### config.mk
export PLATFORM = sky130hd
export DESIGN_NAME = qvr_cfg
export DESIGN_NICKNAME = d
export VERILOG_FILES = /design/src/design/qvr_pkg.sv /design/src/design/qvr_cfg.sv
export SDC_FILE = /design/constraint.sdc
export NUM_CORES = 1
export LEC_CHECK = 0
export ABC_AREA = 1
export BUFFER_PORTS_ARGS = -buffer_cell sky130_fd_sc_hd__buf_2
export CORE_UTILIZATION = 42
export CTS_CLUSTER_SIZE = 40
export DETAILED_ROUTE_END_ITERATION = 12
export GPL_TIMING_DRIVEN = 1
export PLACE_DENSITY = 0.68
export SETUP_SLACK_MARGIN = 0.4
export SLEW_MARGIN = 25
export SYNTH_ARGS = -nofsm -noshare
export SYNTH_HDL_FRONTEND = slang
export SYNTH_SLANG_ARGS = --single-unit
### constraint.sdc
create_clock -name i_clk -period 0.9 [get_ports i_clk]
set_clock_uncertainty 0.05 [all_clocks]
set_input_delay 0 -clock i_clk [delete_from_list [all_inputs] [get_ports i_clk]]
set_output_delay 0 -clock i_clk [all_outputs]
set_load 0.01 [all_outputs]
### src/design/qvr_pkg.sv
package qvr_pkg;

    // field widths
    localparam int QW    = 18;  // quaternion component, Q2.16
    localparam int VW    = 32;  // vector component, Q16.16
    localparam int FRAC  = 16;  // fraction bits dropped by each rounding step

    // first product stage: q * (0, v)
    localparam int M1_W  = QW + VW;        // one product
    localparam int S1_W  = M1_W + 1;       // sum of three products
    localparam int P_W   = S1_W - FRAC;    // rounded component of p

    // second product stage: p * conj(q)
    localparam int M2_W  = P_W + QW;       // one product
    localparam int S2_W  = M2_W + 2;       // sum of four products
    localparam int R_W   = S2_W - FRAC;    // rounded result before clamping

    localparam int N_PROD = 12;            // products per stage
    localparam int N_P    = 4;             // components of p
    localparam int N_OUT  = 3;             // vector components

    localparam int TDATA_W = N_OUT * VW;
    localparam int CFG_IDX_W = 2;

    localparam logic signed [S1_W-1:0] RND1 = S1_W'(32768);
    localparam logic signed [S2_W-1:0] RND2 = S2_W'(32768);

    localparam logic [VW-1:0] VMAX = {1'b0, {(VW-1){1'b1}}};
    localparam logic [VW-1:0] VMIN = {1'b1, {(VW-1){1'b0}}};

    localparam logic [QW-1:0] ROT_W_RESET = QW'(65536);  // 1.0

    typedef enum logic [CFG_IDX_W-1:0] {
        REG_ROT_W = 2'd0,
        REG_ROT_X = 2'd1,
        REG_ROT_Y = 2'd2,
        REG_ROT_Z = 2'd3
    } t_reg_idx;

    typedef struct packed {
        logic [QW-1:0] w;
        logic [QW-1:0] x;
        logic [QW-1:0] y;
        logic [QW-1:0] z;
    } t_quat;

    typedef struct packed {
        logic             valid;
        t_reg_idx         index;
        logic [QW-1:0]    data;
    } t_cfg_wr;

endpackage

### src/design/qvr_cfg.sv
module qvr_cfg
    import qvr_pkg::*;
(
    input  logic    i_clk,
    input  logic    i_rst_n,
    input  t_cfg_wr i_wr,
    output t_quat   o_quat
);

    t_quat r_quat;
    t_quat n_quat;

    always_comb begin
        n_quat = r_quat;
        if (i_wr.valid) begin
            unique case (i_wr.index)
                REG_ROT_W: n_quat.w = i_wr.data;
                REG_ROT_X: n_quat.x = i_wr.data;
                REG_ROT_Y: n_quat.y = i_wr.data;
                REG_ROT_Z: n_quat.z = i_wr.data;
                default:   n_quat = r_quat;
            endcase
        end
    end

    always_ff @(posedge i_clk) begin
        if (!i_rst_n) begin
            r_quat.w <= ROT_W_RESET;
            r_quat.x <= '0;
            r_quat.y <= '0;
            r_quat.z <= '0;
        end else begin
            r_quat <= n_quat;
        end
    end

    assign o_quat = r_quat;

endmodule

==> impl_metrics.csv <==
group,metric,value,unit
outcome,outcome,"complete, but fails checks",
outcome,violations,"hold timing",
synth,ys_warn_count,0,
clocking,htreeDepth,3,
setup_path,r2r-start,"o_quat[45]",
sta,rsz0062_at_grt,"yes",
sta,fin_crit,0.864,ns
sta,report.final.slew_viol_count,0,
grt,grtUsageTotal,21.4,%
setup_path,worstPathRequired,0.85,ns
grt,first_global_vias,2638,
synth,synth_most_common_cell,"nand2_1",
die,core.rowCount,30,
min_path,hold_path.class,"input port to flip-flop",
placement,dpl.hpwl,4990,um
clocking,clk_pin_slew,0.08,ns
route,wl_per_cell,11.9,um
cells_and_area,largest_reg_flops,72,
synth,ys_seq_elements,72,
sta,fmax,1.16,GHz
grt,antenna_found_initial,0,
grt,grt_pass1_wl,12300,um
min_path,hp-start,"i_wr[7]",
die,die_h,86.8,um
die,pin_count,95,
die,start_util,43.9,%
setup_path,critical_path.top_delay_family,"flip-flops",
clocking,worstSkewPairLatency,0.34,ns
setup_path,worstSetupPathType,"flip-flop to output pin",
route,vias,2986,
synth,syn_inst,461,
synth,syn_nets,484,
die,die_w,86.8,um
synth,async_reset_ff_share,0,%
sta,fin_crit_sh,96.0,%
route,drt_iter0_drc,131,
placement,gp_congestion,0.803,
setup_path,slowest_delay,0.36,ns
clocking,numClockSinks,72,
flow_run,maxCapViolCount,0,
sta,relSlewSlack,83.1,%
cells_and_area,syn_to_final_growth,55.8,%
die,dieArea,7530,um^2
synth,synth_edf_count,0,
route,ant_nets,0,
sta,setup_viol,0,
synth,synth_ff_type,"dfxtp_1",
sta,max_slew.worst_pin.slew,0.254,ns
clocking,cts_buffer_depth,2,
route,drt-pass1-iter-count,4,
placement,numPortBuffers,94,
route,drc,0,
cells_and_area,fin_nets,588,
sta,setup_tns,0,ns
setup_path,end_kind,"output pin",
setup_path,setup.worst_path.start,"o_quat[36]",
power,p_per_area,1700,nW/um^2
power,power_leakage,2.46,nW
synth,yosys.area.top_type,"dfxtp_1",
route,wirelength,7900,um
setup_path,path_cells,"buf_6",
power,vdd_drop_max,0.00102,V
grt,grt_max_degree,56,
die,core,6870,um^2
synth,synthTopCellsByCount,"127 x nand2_1, 125 x nor2_1, 73 x inv_1",
setup_path,crit_arrival,0.81,ns
sta,hold_viol,66,
placement,dp_slack,0.0292,ns
synth,synth_top_area_share,47.8,%
synth,yosysSeqAreaShare,47.8,%
cells_and_area,diodes,0,
clocking,cts_root_buf,"clkbuf_8",
grt,grt_remaining_overflow,0,
synth,yosys-top-cells-area,"dfxtp_1 48%, nand2_1 16%, nor2_1 16%",
synth,syn_area,3020,um^2
clocking,cts_tree,"done",
setup_path,slowest_stage,"dfxtp_2",
synth,synth_cell_types,14,
clocking,cts_made_buffers,9,
setup_path,cp.buffers_inverters,1,
cells_and_area,drive_gt1_share,51.4,%
sta,whs,-0.107,ns
sta,worst_slack,0.0360,ns
setup_path,crit_path_start_kind,"flip-flop",
route,viasPerCell,4.48,
setup_path,worst-path-max-fanout,2,
synth,syn_area_per_cell,6.54,um^2
-- metal layers --
metal / vias up / routed length, um / GRT usage, %
li1: 1539 / - / -
met1: 1354 / 3720 / 28.5
met2: 77 / 3690 / 33.5
met3: 16 / 306 / 4.10
met4: 0 / 176 / 10.2
met5: - / 0 / 0
-- cell usage in the layout, fill, tap and decap left out --
cell type / instances
bufinv_16: 3
clkinvlp_4: 1
buf_4: 1
nand2_1: 110
clkinv_2: 1
nand3_2: 2
nor2_1: 124
nand3_4: 1
nor2_4: 1
inv_1: 24
a21oi_2: 17
buf_2: 22
nand2_2: 17
clkbuf_8: 11
buf_12: 7
nand3_1: 19
inv_2: 49
dfxtp_2: 72
nor2_2: 1
buf_6: 87
-- final cells by class --
| class | instances | area [um^2] |
|---|---|---|
| clock buffer | 11 | 151 |
| clock inverter | 5 | 103 |
| fill | 585 | 2170 |
| inverter | 73 | 274 |
| multi-input combinational | 292 | 1280 |
| sequential | 72 | 1530 |
| tap | 96 | 120 |
| timing repair buffer | 117 | 1240 |
-- report_power, final --
part / leakage [nW] / internal (mW) / switching (mW)
logic: 1.71 / 0.630 / 0.629
clock network: 0.126 / 1.99 / 1.23
registers: 0.619 / 3.39 / 0.145
total: 2.46 / 6.01 / 2.00
-- path summary, 6_finish.rpt --
kind                                    to  slack (ns)  cells past startpoint
worst max-delay path            o_quat[36]        0.04                      1
worst min-delay path            o_quat[25]       -0.11                      3
worst max register to register  o_quat[45]        0.11                      5
worst min register to register  o_quat[67]        0.42                      2
-- metrics by stage --
| step | cell area, um^2 | power, mW | util [%] | std cells | hold slack (ns) |
|---|---|---|---|---|---|
| after floorplan | 3120 | 4.09 | - | 461 | 0.0848 |
| after global placement | 3700 | 4.44 | 53.9 | 635 | 0.247 |
| after detailed placement | 3700 | 4.47 | 53.9 | 635 | 0.260 |
| after CTS | 4540 | 7.95 | 66.1 | 657 | -0.103 |
| after global routing | 4700 | 8.35 | 68.4 | 666 | -0.103 |
| final | 4700 | 8.01 | 68.4 | 666 | -0.107 |
-- what timing repair did --
| item | CTS | global route |
|---|---|---|
| pin swaps | 9 | 26 |
| endpoints found under the setup margin | 144 | 144 |
| endpoints found under the hold margin | 72 | 55 |
| setup buffers | 6 | 9 |
| resized for setup | 111 | 75 |
-- cell families (layout without fill, tap and decap cells) --
kind of cell           count (synthesis)  in the layout  synth area share [%]
flip-flops                            72             72                  47.8
AND/OR/NAND/NOR                      275            275                  36.0
AO/OA/AOI/OAI                         17             17                  2.82
buffers and inverters                 97            206                  13.4
Power figures use the tool's default switching activity.
